==> config.mk <==
export PLATFORM = sky130hd
export DESIGN_NAME = arpc_queue
export DESIGN_NICKNAME = d
export VERILOG_FILES = /design/src/design/arpc_pkg.sv /design/src/design/arpc_queue.sv
export SDC_FILE = /design/constraint.sdc
export NUM_CORES = 1
export LEC_CHECK = 0
export ABC_AREA = 1
export ABC_CLOCK_PERIOD_IN_PS = 4400
export BUFFER_PORTS_ARGS = -buffer_cell sky130_fd_sc_hd__buf_2
export CAP_MARGIN = 20
export CELL_PAD_IN_SITES_DETAIL_PLACEMENT = 1
export CELL_PAD_IN_SITES_GLOBAL_PLACEMENT = 1
export CORE_MARGIN = 5
export CORE_UTILIZATION = 51
export DETAILED_ROUTE_END_ITERATION = 10
export GPL_ROUTABILITY_DRIVEN = 0
export GPL_TIMING_DRIVEN = 0
export PLACE_DENSITY = 0.95
export RECOVER_POWER = 100
export SETUP_SLACK_MARGIN = 0.2
export SYNTH_ARGS = -nofsm -noshare
export SYNTH_HDL_FRONTEND = slang
export SYNTH_SLANG_ARGS = --single-unit
==> constraint.sdc <==
create_clock -name clk -period 4.4 [get_ports clk]
set_input_delay 0.88 -clock clk [delete_from_list [all_inputs] [get_ports clk]]
set_output_delay 0.88 -clock clk [all_outputs]
set_load 0.01 [all_outputs]
==> src/design/arpc_pkg.sv <==
// ----------------------------------------------------------------------------
// arpc_pkg
// Shared types and constants for the arp responder and address cache.
// ----------------------------------------------------------------------------
package arpc_pkg;

  localparam int IP_W  = 32;
  localparam int MAC_W = 48;
  localparam int CMD_W = 2;
  localparam int OPC_W = 16;

  localparam int TABLE_DEPTH_DEF = 512;
  localparam int QUEUE_DEPTH     = 4;
  localparam int QUEUE_PTR_W     = $clog2(QUEUE_DEPTH);

  // command codes
  localparam logic [CMD_W-1:0] CMD_PACKET = 2'd0;
  localparam logic [CMD_W-1:0] CMD_ADD    = 2'd1;
  localparam logic [CMD_W-1:0] CMD_LOOKUP = 2'd2;

  // arp opcodes
  localparam logic [OPC_W-1:0] OPC_REQUEST = 16'd1;
  localparam logic [OPC_W-1:0] OPC_REPLY   = 16'd2;

  // configuration register index
  localparam logic REG_OWN_IP = 1'b0;

  typedef enum logic [1:0] {
    OP_NONE,
    OP_REPLY,
    OP_STORE,
    OP_LOOKUP
  } op_kind_t;

  typedef struct packed {
    op_kind_t          kind;
    logic [IP_W-1:0]   ip;
    logic [MAC_W-1:0]  mac;
  } op_t;

endpackage

==> src/design/arpc_queue.sv <==
// ----------------------------------------------------------------------------
// arpc_queue
// Short operation queue between the front end and the table engine.
// ----------------------------------------------------------------------------
module arpc_queue
  import arpc_pkg::*;
(
  input  logic  clk,
  input  logic  rst,
  input  logic  push,
  input  op_t   push_op,
  output logic  full,
  input  logic  pop,
  output op_t   pop_op,
  output logic  empty
);

  op_t                    entries [QUEUE_DEPTH];
  logic [QUEUE_PTR_W-1:0] wr_ptr;
  logic [QUEUE_PTR_W-1:0] rd_ptr;
  logic [QUEUE_PTR_W:0]   count;

  assign full   = (count == (QUEUE_PTR_W+1)'(QUEUE_DEPTH));
  assign empty  = (count == '0);
  assign pop_op = entries[rd_ptr];

  always_ff @(posedge clk) begin
    if (push) begin
      entries[wr_ptr] <= push_op;
    end
  end

  always_ff @(posedge clk) begin
    if (rst) begin
      wr_ptr <= '0;
      rd_ptr <= '0;
      count  <= '0;
    end else begin
      if (push) begin
        wr_ptr <= wr_ptr + QUEUE_PTR_W'(1);
      end
      if (pop) begin
        rd_ptr <= rd_ptr + QUEUE_PTR_W'(1);
      end
      if (push && !pop) begin
        count <= count + (QUEUE_PTR_W+1)'(1);
      end else if (pop && !push) begin
        count <= count - (QUEUE_PTR_W+1)'(1);
      end
    end
  end

endmodule

==> metrics.txt <==
number of setup violations in the final report=0; GRT overflow=0; mean instance size in the synthesized netlist=14.92 sq um; first-pass iteration count of the detailed router=5; placeable core region=24390 sq um; status=finished with violations; cell count of the worst hold path=1; fraction of final layout cells with drive strength greater than 1=0.1389; Tcrit/Tclk final=0.8097; Post-Synthesis Cells=851; DRT Wirelength=34.31 mm; post-layout net count=1154; startpoint of the worst hold path=rd_ptr[1]$_SDFFE_PP0P_; root buffer selected by CTS=clkbuf_16; sort of element at the start of the critical path=flop; Worst Clk Skew=18.04 ps; number of antenna violations at the first check in global routing=4; end of the worst register-to-register path=entries[0][53]$_DFFE_PP_; # DRC=0; maximum fanout count along the critical path=10; Crit path arrival time=2680 ps; area of the die=28160 sq um; number of buffers between clock root and the deepest sink=3; Final ANT Viol Nets=0; maximum vdd drop=0.0003651 V; routed vias/inst=5.806; largest net degree at the start of global routing=62; cell area after synthesis=12700 sq um; top cells by area in the synthesized netlist=edfxtp_1 (78%), nor2_1 (5.0%), o22ai_1 (3.9%), o21ai_0 (3.5%), o21ai_1 (2.4%); required time of the worst setup path=3520 ps; worst hold-check path type=reg2reg; Static Leakage=0.004991 uW; number of maximum-capacitance violations=3; clk_lat worst skew=520 ps; post-CTS repair timing setup buffer count=0; maximum clock frequency=0.2807 GHz; number of placed instances with taps included=1348; wire length of the first global-routing pass=51.63 mm; WL per Instance=24.42 um; actual transition at the worst max-transition pin=1513 ps; CTS buffer count=36; Crit Path Class=reg2out; initial core utilization=0.5207; routed vias=8157; syn nets=943; Reg-to-Reg Start=wr_ptr[0]$_SDFFE_PP0P_; number of clock sinks=337; slack of the worst reg-to-reg path=1020 ps; power per cell area=484.6 nW/um^2; critical path capture point type=output port; Die Span X=167.8 um; Synth warnings=0; portion of synthesized cell area occupied by the leading cell type=0.7755; relative max-transition margin=-0.008477; I/O Pins=170; count of placed standard cells in the final layout, fillers left out=1405; Hold Buf Count CTS=0; Resized Gates After CTS=0; count of cells along the worst register-to-register path=5; via count of the first global-routing pass=8971; Final Total Pwr=7239 uW; number of H-tree levels=2; Fin Setup TNS=0 ps; quantity of I/O buffers inserted on ports=169; violated checks=max-capacitance violations, max-slew violations; DRC marker count from the first detailed-route iteration=550; library cell occupying the most area in the post-synthesis netlist=edfxtp_1; number of different library cells in the post-synthesis netlist=25; Final min period=3563 ps; max-slew violation count=55; HPWL reported at the end of detailed placement=21.27 mm; Chip Height=167.8 um; endpoints failing hold=0; Clock Pin Slew Worst Setup and Hold Paths=60 ps; flops & latches, synth=337; unrepaired setup endpoints after global routing=no; GRT Total Usage=0.2381; clock tree from TritonCTS=yes; relative area change from synthesis to final layout=17.62%; number of cell rows=57; sequential fraction of the synthesis area=0.7897
[power by group]
group          switching [uW]  internal [uW]
Sequential               41.9           3670
Clock                    1180           1650
Combinational             487            212
Total                    1710           5530
[registers in the layout, summed over array words and instances, names as in the netlist, named ones only]
signal	cells
wr_ptr	2
count	3
entries	328
rd_ptr	2
[Yosys cell counts]
cell      instances
o21ai_0          89
buf_12            1
fa_1              1
nand2_1           9
nor2_1          168
inv_2             1
o21ai_2          18
nand3_1           1
xor2_1            1
nor2_2            2
o21ai_1          62
edfxtp_1        328
nand4_1           1
a21oi_1           3
clkbuf_1         14
ha_1              5
inv_4             1
buf_2            18
nor3_1            2
buf_6            13
inv_1            15
o22ai_2           2
buf_4             7
o22ai_1          80
dfxtp_1           9
[worst max path at each step]
| stage | start | end | slack, ps | cells past startpoint |
|---|---|---|---|---|
| global route | flop | pop_op[34] | 740 | 5 |
| detailed placement | flop | pop_op[17] | 1880 | 5 |
| global placement | push | entries[3][65]$_DFFE_PP_ | 30 | 3 |
| CTS | flop | pop_op[17] | 1310 | 5 |
| floorplan | push | entries[0][0]$_DFFE_PP_ | 1460 | 2 |
| finish | flop | pop_op[27] | 840 | 5 |
[worst max-delay path, cell delays in order, from the launching register on]
cell	delay, ps
dfxtp_1	330
clkbuf_1	660
clkbuf_1	450
o21ai_0	220
o22ai_1	290
clkbuf_1	200
[per-layer routing]
metal | GRT usage | share of wire | wire, um | vias up
li1 | - | - | - | 3626
met1 | 0.2918 | 0.38 | 13160 | 4127
met2 | 0.4242 | 0.52 | 17920 | 312
met3 | 0.05018 | 0.062 | 2143 | 86
met4 | 0.07516 | 0.030 | 1033 | 6
met5 | 0 | 0.0013 | 46 | -
[kinds of logic (layout without fill, tap and decap cells)]
group           Yosys count  after routing  share of synthesized area
simple gates            183            183                    0.05497
compound gates          254            254                     0.1145
xor+xnor                  1              1                  0.0006897
flops                   337            337                     0.7897
other cells               0              1                          0
buf+inv                  70            299                    0.03369
fa+ha+maj                 6              6                   0.006502
[stage by stage]
stage            util  instance area [sq um]  hold WS (ps)  worst slack (ps)
2_1_floorplan       -                  12700         411.5              1462
3_3_place_gp   0.5720                  13950         425.4             32.39
3_5_place_dp   0.5769                  14070         429.3              1880
4_1_cts        0.6210                  15150         444.3              1305
5_1_grt        0.6125                  14940         483.4             743.5
6_report       0.6125                  14940         448.5             837.5
[final cells by class]
class,instances,area (sq um)
Antenna cell,1,2.502
Buffer,53,347.8
Clock buffer,43,948.4
Clock inverter,13,126.4
Fill cell,2412,9452
Inverter,17,71.32
Multi-Input combinational cell,444,2233
Sequential cell,337,10030
Tap cell,324,405.4
Timing Repair Buffer,173,774.5
[cell usage in the layout, fill, tap and decap left out, types with 3 or more instances in the layout]
master and instances:
buf_16 3, nor2_1 168, ha_1 5, edfxtp_1 328, inv_1 12, buf_2 59, o21ai_0 124, buf_6 12
clkinvlp_2 4, nand2_1 9, o21ai_2 17, o21ai_1 28, a21oi_1 3, clkbuf_16 37, o22ai_1 81, dfxtp_1 9
clkbuf_1 151, clkinv_1 6, buf_4 6
Note: power is estimated with default switching activity, not from simulation.
