**config.mk**
```make
export PLATFORM = sky130hd
export DESIGN_NAME = arpc_front
export DESIGN_NICKNAME = d
export VERILOG_FILES = /design/src/design/arpc_pkg.sv /design/src/design/arpc_front.sv
export SDC_FILE = /design/constraint.sdc
export NUM_CORES = 1
export LEC_CHECK = 0
export BUFFER_PORTS_ARGS = -buffer_cell sky130_fd_sc_hd__buf_2
export CAP_MARGIN = 20
export CORE_AREA = 3 3 131 133
export CTS_BUF_LIST = sky130_fd_sc_hd__clkbuf_8 sky130_fd_sc_hd__clkbuf_16
export CTS_CLUSTER_SIZE = 20
export DETAILED_ROUTE_END_ITERATION = 6
export DIE_AREA = 0 0 134 136
export PLACE_DENSITY = 0.52
export SYNTH_ARGS = -nofsm -noshare
export SYNTH_HDL_FRONTEND = slang
export SYNTH_SLANG_ARGS = --single-unit
```
**constraint.sdc**
```tcl
create_clock -name clk -period 2.95 [get_ports clk]
set_input_delay 0.1475 -clock clk [delete_from_list [all_inputs] [get_ports clk]]
set_output_delay 0.1475 -clock clk [all_outputs]
set_load 0.05 [all_outputs]
```
**src/design/arpc_pkg.sv**
```systemverilog
// ----------------------------------------------------------------------------
// arpc_pkg
// Shared types and constants for the arp responder and address cache.
// ----------------------------------------------------------------------------
package arpc_pkg;

  localparam int IP_W  = 32;
  localparam int MAC_W = 48;
  localparam int CMD_W = 2;
  localparam int OPC_W = 16;

  localparam int TABLE_DEPTH_DEF = 512;
  localparam int QUEUE_DEPTH     = 4;
  localparam int QUEUE_PTR_W     = $clog2(QUEUE_DEPTH);

  // command codes
  localparam logic [CMD_W-1:0] CMD_PACKET = 2'd0;
  localparam logic [CMD_W-1:0] CMD_ADD    = 2'd1;
  localparam logic [CMD_W-1:0] CMD_LOOKUP = 2'd2;

  // arp opcodes
  localparam logic [OPC_W-1:0] OPC_REQUEST = 16'd1;
  localparam logic [OPC_W-1:0] OPC_REPLY   = 16'd2;

  // configuration register index
  localparam logic REG_OWN_IP = 1'b0;

  typedef enum logic [1:0] {
    OP_NONE,
    OP_REPLY,
    OP_STORE,
    OP_LOOKUP
  } op_kind_t;

  typedef struct packed {
    op_kind_t          kind;
    logic [IP_W-1:0]   ip;
    logic [MAC_W-1:0]  mac;
  } op_t;

endpackage

```
**src/design/arpc_front.sv**
```systemverilog
// ----------------------------------------------------------------------------
// arpc_front
// Holds the own ip register and turns each accepted word into a table or
// reply operation for the back end.
// ----------------------------------------------------------------------------
module arpc_front
  import arpc_pkg::*;
(
  input  logic              clk,
  input  logic              rst,
  input  logic              cfg_write,
  input  logic              cfg_index,
  input  logic [MAC_W-1:0]  cfg_data,
  input  logic [CMD_W-1:0]  cmd,
  input  logic [OPC_W-1:0]  opcode,
  input  logic [MAC_W-1:0]  sender_mac,
  input  logic [IP_W-1:0]   sender_ip,
  input  logic [IP_W-1:0]   target_ip,
  input  logic [IP_W-1:0]   table_ip,
  input  logic [MAC_W-1:0]  entry_mac,
  output op_t               op
);

  logic [IP_W-1:0] own_ip;

  // own mac is not kept here
  always_ff @(posedge clk) begin
    if (rst) begin
      own_ip <= '0;
    end else if (cfg_write && cfg_index == REG_OWN_IP) begin
      own_ip <= cfg_data[IP_W-1:0];
    end
  end

  always_comb begin
    op      = '0;
    op.kind = OP_NONE;
    unique case (cmd)
      CMD_PACKET: begin
        if (opcode == OPC_REQUEST) begin
          // unset own ip never answers
          if (own_ip != '0 && own_ip == target_ip) begin
            op.kind = OP_REPLY;
            op.ip   = sender_ip;
            op.mac  = sender_mac;
          end
        end else if (opcode == OPC_REPLY) begin
          op.kind = OP_STORE;
          op.ip   = sender_ip;
          op.mac  = sender_mac;
        end
      end
      CMD_ADD: begin
        op.kind = OP_STORE;
        op.ip   = table_ip;
        op.mac  = entry_mac;
      end
      CMD_LOOKUP: begin
        op.kind = OP_LOOKUP;
        op.ip   = table_ip;
      end
      default: begin
        op.kind = OP_NONE;
      end
    endcase
  end

endmodule

```
==> flow_metrics.tcl, run 1 <==
set metrics [dict create \
    status "complete, no violations" \
    cp_num_buf_inv 2 \
    synth_cell_type_count 22 \
    fin_ws_ns 0.191 \
    critical_path.top_delay_family "simple AND/OR/NAND/NOR gates" \
    vias_per_cell 4.19 \
    syn2layout_area_growth_pct 62.4 \
    routedWlPerCell_um 15.2 \
    syn-cell-area_um2 3160 \
    synth_seq_cells 32 \
    crit_type "register to output port" \
    cts_buffer_depth 2 \
    syn_nets 745 \
    cts_hold_buffers 0 \
    crit_chain "nor4_1 -> nand4_1 -> or2_1 -> a41oi_4 -> buf_12 -> o21ai_2 -> buf_2" \
    whs_ns 0.104 \
    synth.area.top_cells "nand2_1 (27%), o21ai_2 (22%), dfxtp_1 (20%), xnor2_1 (8.0%), a21oi_1 (5.2%)" \
    dp_slack_ns 0.283 \
    rsz0062_at_grt "no" \
    critPathRequiredTime_ns 2.80 \
    stdcell_area_um2 5140 \
    grt_overflow 0 \
    vdd_drop_max_mv 0.278 \
    start_kind "register" \
    yosys.area.top_type "nand2_1" \
    fp-row-count 46 \
    ant_nets 0 \
    start_util 0.198 \
    skew_ns 0 \
    first_global_vias 3883 \
    fin_setup_tns_ns 0 \
    clockRootBuffer "clkbuf_16" \
    drc_errors 0 \
    end_kind "output port" \
    final_cells 1005 \
    grt_pass1_wl_um 21500 \
    coreArea_um2 15900 \
    chipHeight_um 136 \
    io_pins 344 \
    arrival_ns 2.61 \
    drt_iter0_drc 144 \
    dieArea_um2 18200 \
    reg.largest.list "own_ip x32" \
    place_area_um2 5000 \
    routabilityCongestion 0.764 \
    cts-resized-gates 0 \
    port_buffers 327 \
    cts_made_buffers 5 \
    gr-usage-all-layers 0.149 \
    hold_path.class "primary input to register" \
    vias 4212 \
    avgSynthCellArea_um2 6.59 \
    clkTransAtPathRegs_ns 0.05 \
    cts_tree "done" \
    drive_gt1_frac 0.548 \
    p_per_area_nw_per_um2 326 \
    final-max-slew-violation-count 0 \
    reg2reg_slack_ns 2.28 \
    slowest_stage "buf_12" \
    fin_crit_sh 0.935 \
    hpwlAfterDp_um 12700 \
    ys.warnings.count 0 \
    seq_area_frac_synth 0.203 \
    tightest_slew_ns 0.813 \
    cts.sinks 32 \
    antenna_found_initial 3 \
    routed_wl_um 15300 \
    die_w_um 134 \
    synthCells 480 \
    htreeDepth 2 \
    regMostFlops "own_ip" \
    dp.cells 996 \
    fmax_mhz 362 \
    num-nets-final 1052 \
    layout_commonest_cell "buf_2" \
    hold_viol_final 0 \
    setup_viol 0 \
    clk_latency_ns 0.27 \
    dr.pass1.iters 4 \
    worst-path-max-fanout 80 \
    maxSlewHeadroom 0.458 \
    final_cell_mix "buf_2 (325), nand2_1 (225), o21ai_2 (80)" \
    grt_max_degree 81 \
    critPathMaxStageDelay_ns 0.42 \
    p_leak_nw 2.49 \
    netlist.area_leader.share 0.267 \
    postCtsSetupBuffers 0 \
    drv_cap 0 \
    largest_reg_flops 32 \
    fin_crit_ns 2.76 \
]
==> path summary, 6_finish.rpt <==
path           startpoint         end  cells past startpoint
max            own_ip[21]      op[53]                      7
min reg2reg    own_ip[26]  own_ip[26]                      2
min          cfg_data[21]  own_ip[21]                      3
max reg2reg    own_ip[29]  own_ip[29]                      2
==> routing by layer <==
metal	vias to the layer above	global-route usage	wire (µm)
met5	-	0	0
met4	0	0.0274	102
met3	9	0.0333	1320
met2	185	0.265	7680
met1	1804	0.187	6170
li1	2214	-	-
==> synth_stat cells <==
| master | number |
|---|---|
| inv_1 | 3 |
| nor4_4 | 3 |
| nand4_1 | 11 |
| o21ai_2 | 80 |
| a41oi_4 | 1 |
| buf_1 | 1 |
| clkbuf_1 | 27 |
| buf_6 | 8 |
| xor2_1 | 3 |
| a21oi_1 | 33 |
| nor4_1 | 11 |
| nor3b_1 | 1 |
| nand3b_1 | 1 |
| nand2_1 | 225 |
| or2_1 | 1 |
| xnor2_1 | 29 |
| nor2_1 | 3 |
| ha_1 | 3 |
| dfxtp_1 | 32 |
| o31ai_1 | 1 |
| nand2b_1 | 1 |
| nor2b_1 | 2 |
==> stage by stage <==
step / total power [mW] / util
2_1_floorplan: 0.919 / -
3_3_place_gp: 1.20 / 0.313
4_1_cts: 1.69 / 0.322
6_report: 1.67 / 0.322
3_5_place_dp: 1.20 / 0.313
5_1_grt: 1.76 / 0.322
==> area by class of cell <==
| type | instances | area [µm²] |
|---|---|---|
| repair buffers | 336 | 1750 |
| clock inverters | 2 | 8.76 |
| flip-flops and latches | 32 | 641 |
| inverters | 3 | 11.3 |
| clock buffers | 5 | 125 |
| diodes | 2 | 5.00 |
| well taps | 216 | 270 |
| fillers | 1803 | 10800 |
| multi-input cells | 409 | 2330 |
==> worst min-delay path, cell delays in order <==
cell and delay (ns):
buf_2 0.09, nand2_1 0.04, a21oi_1 0.05
==> where the power goes <==
group          total, mW  leakage (nW)  switching [mW]  internal, mW
registers          0.473         0.262          0.0197         0.453
clock network      0.482        0.0709           0.180         0.303
logic              0.719          2.15           0.456         0.263
==> logic make-up (layout without fill, tap and decap cells) <==
| group | Yosys count | in the layout | synth area share |
|---|---|---|---|
| AO/OA/AOI/OAI | 115 | 115 | 0.285 |
| flip-flops | 32 | 32 | 0.203 |
| XOR/XNOR | 32 | 32 | 0.0886 |
| AND/OR/NAND/NOR | 259 | 259 | 0.347 |
| other | 0 | 2 | 0 |
| buffers and inverters | 39 | 346 | 0.0653 |
| adder cells (fa/ha/maj) | 3 | 3 | 0.0119 |
No activity file was read; power rests on OpenSTA's default activity.
==> run 2: changes to the inputs <==
--- a/config.mk
+++ b/config.mk
@@ -7,12 +7,12 @@
 export LEC_CHECK = 0
 export BUFFER_PORTS_ARGS = -buffer_cell sky130_fd_sc_hd__buf_2
 export CAP_MARGIN = 20
-export CORE_AREA = 3 3 131 133
-export CTS_BUF_LIST = sky130_fd_sc_hd__clkbuf_8 sky130_fd_sc_hd__clkbuf_16
+export CORE_AREA = 3 3 133 135
+export CTS_BUF_LIST = sky130_fd_sc_hd__clkbuf_2 sky130_fd_sc_hd__clkbuf_4 sky130_fd_sc_hd__clkbuf_8
 export CTS_CLUSTER_SIZE = 20
 export DETAILED_ROUTE_END_ITERATION = 6
-export DIE_AREA = 0 0 134 136
-export PLACE_DENSITY = 0.52
+export DIE_AREA = 0 0 136 138
+export PLACE_DENSITY = 0.51
 export SYNTH_ARGS = -nofsm -noshare
 export SYNTH_HDL_FRONTEND = slang
 export SYNTH_SLANG_ARGS = --single-unit
==> run 2 against run 1 <==
Effect of this change:
- clock skew is the same
- combinational power shrank 0.6%
- wire length shrank 0.36%
- via count grew 0.95%
- clock-buffer cell count grew 2
- critical path depth is the same
- sequential power is essentially flat
- setup slack gained 0.12 ns
- sequential cell count is the same
- final cell count grew 0.70%
- critical endpoint is now op[46]
- largest cell class unchanged
==> flow_metrics.tcl, run 2 (synthesis results as in run 1) <==
set metrics [dict create \
    reg.largest.list "own_ip x32" \
    coreArea_um2 16600 \
    hpwlAfterDp_um 12900 \
    endpoint "op[46]" \
    vias 4252 \
    drc_errors 0 \
    p_per_area_nw_per_um2 304 \
    largest_reg_flops 32 \
    fin_crit_ns 2.64 \
    end_kind "output port" \
    finalCoreUtilization 0.308 \
    final_cell_mix "buf_2 (327), nand2_1 (225), o21ai_2 (80)" \
    hold_viol_final 0 \
    cts.sinks 32 \
    p_leak_nw 2.48 \
    fmax_mhz 379 \
    worstReg2RegEnd "own_ip[17]" \
    maxSlewHeadroom 0.588 \
    tightest_slew_ns 0.618 \
    cts_tree "done" \
    htreeDepth 2 \
    antenna_found_initial 2 \
    multi_input_area_um2 2330 \
    routedWlPerCell_um 15.0 \
    final-max-slew-violation-count 0 \
    io_pins 344 \
    postCtsSetupBuffers 0 \
    vdd_drop_max_mv 0.356 \
    clockRootBuffer "clkbuf_8" \
    place_area_um2 5010 \
    cts_made_buffers 5 \
    gr-usage-all-layers 0.148 \
    routabilityCongestion 0.805 \
    layout_commonest_cell "buf_2" \
    die_w_um 136 \
    first_global_vias 4056 \
    setup_viol 0 \
    fin_setup_tns_ns 0 \
    hold_path.class "primary input to register" \
    fin_crit_sh 0.895 \
    stdcell_area_um2 5110 \
    cts_buffer_depth 2 \
    start_kind "register" \
    fillers 1889 \
    cts-resized-gates 0 \
    chipHeight_um 138 \
    grt_overflow 0 \
    fp-row-count 47 \
    fin_ws_ns 0.309 \
    clk_latency_ns 0.27 \
    routed_wl_um 15200 \
    worst-path-max-fanout 50 \
    dr.pass1.iters 4 \
    critPathRequiredTime_ns 2.80 \
    clkTransAtPathRegs_ns 0.07 \
    seq_area_um2 641 \
    rsz0062_at_grt "no" \
    status "complete, no violations" \
    start_util 0.191 \
    regMostFlops "own_ip" \
    grt_max_degree 51 \
    skew_ns 0 \
    syn2layout_area_growth_pct 61.5 \
    drv_cap 0 \
    ant_nets 0 \
    dieArea_um2 18800 \
    reg2reg_slack_ns 2.28 \
    cts_hold_buffers 0 \
    port_buffers 327 \
    worstSetupStartpoint "own_ip[20]" \
    arrival_ns 2.49 \
    drt_iter0_drc 90 \
    grt_pass1_wl_um 22200 \
    rr_startpoint "own_ip[17]" \
    crit_type "register to output port" \
    vias_per_cell 4.20 \
    dp_slack_ns 0.402 \
    drive_gt1_frac 0.551 \
    reg2reg_depth 2 \
    num-nets-final 1055 \
]
[run 2: changes by cell type in the layout (fill, tap and decap cells not counted), sizes merged]
cell | before | now
buf | 336 | 339
inv | 4 | 3
clkbuf | 5 | 7
clkinv | 1 | 0
[run 2: stage by stage]
step                      cells  total power [mW]  hold WS, ns
after detailed placement   1003              1.20        0.393
after global routing       1012              1.64       0.0858
after floorplan             480             0.919        0.217
final                      1012              1.55       0.0988
after CTS                  1010              1.57       0.0903
after global placement     1003              1.20        0.394
[run 2: how the worst min path moves through the flow]
stage,slack [ns],depth (start not counted),from,end
floorplan,0.22,1,rst,own_ip[14]
global placement,0.39,3,cfg_data[14],own_ip[14]
detailed placement,0.39,3,cfg_data[2],own_ip[2]
CTS,0.09,3,cfg_data[2],own_ip[2]
global route,0.09,3,cfg_data[8],own_ip[8]
finish,0.1,3,cfg_data[13],own_ip[13]
[run 2: where the power goes]
group          leakage, nW  switching (mW)  total (mW)  internal (mW)
Combinational         2.17           0.457       0.715          0.258
Sequential           0.262          0.0198       0.472          0.452
Clock               0.0503           0.158       0.366          0.208
[run 2: cell type report]
type,instances,area share
sequential,32,0.125
timing repair buffer,339,0.343
multi-input combinational,409,0.456
inverter,3,0.00220
antenna,2,0.000980
tap,220,0.0539
clock buffer,7,0.0189
[run 2: layer usage]
metal | GRT usage | part of all wire | routed length, µm | vias to the layer above
met5 | 0 | 0 | 0 | -
li1 | - | - | - | 2215
met1 | 0.178 | 0.40 | 6080 | 1823
met2 | 0.268 | 0.50 | 7650 | 195
met4 | 0.0430 | 0.024 | 369 | 0
met3 | 0.0254 | 0.073 | 1110 | 19
[run 2: critical path, cell delays in order (launching register included)]
cell and delay, ns:
dfxtp_1 0.33, xnor2_1 0.26, nand4_1 0.22, nor4_4 0.38, a41oi_4 0.20, buf_12 0.23
o21ai_2 0.21, buf_2 0.29
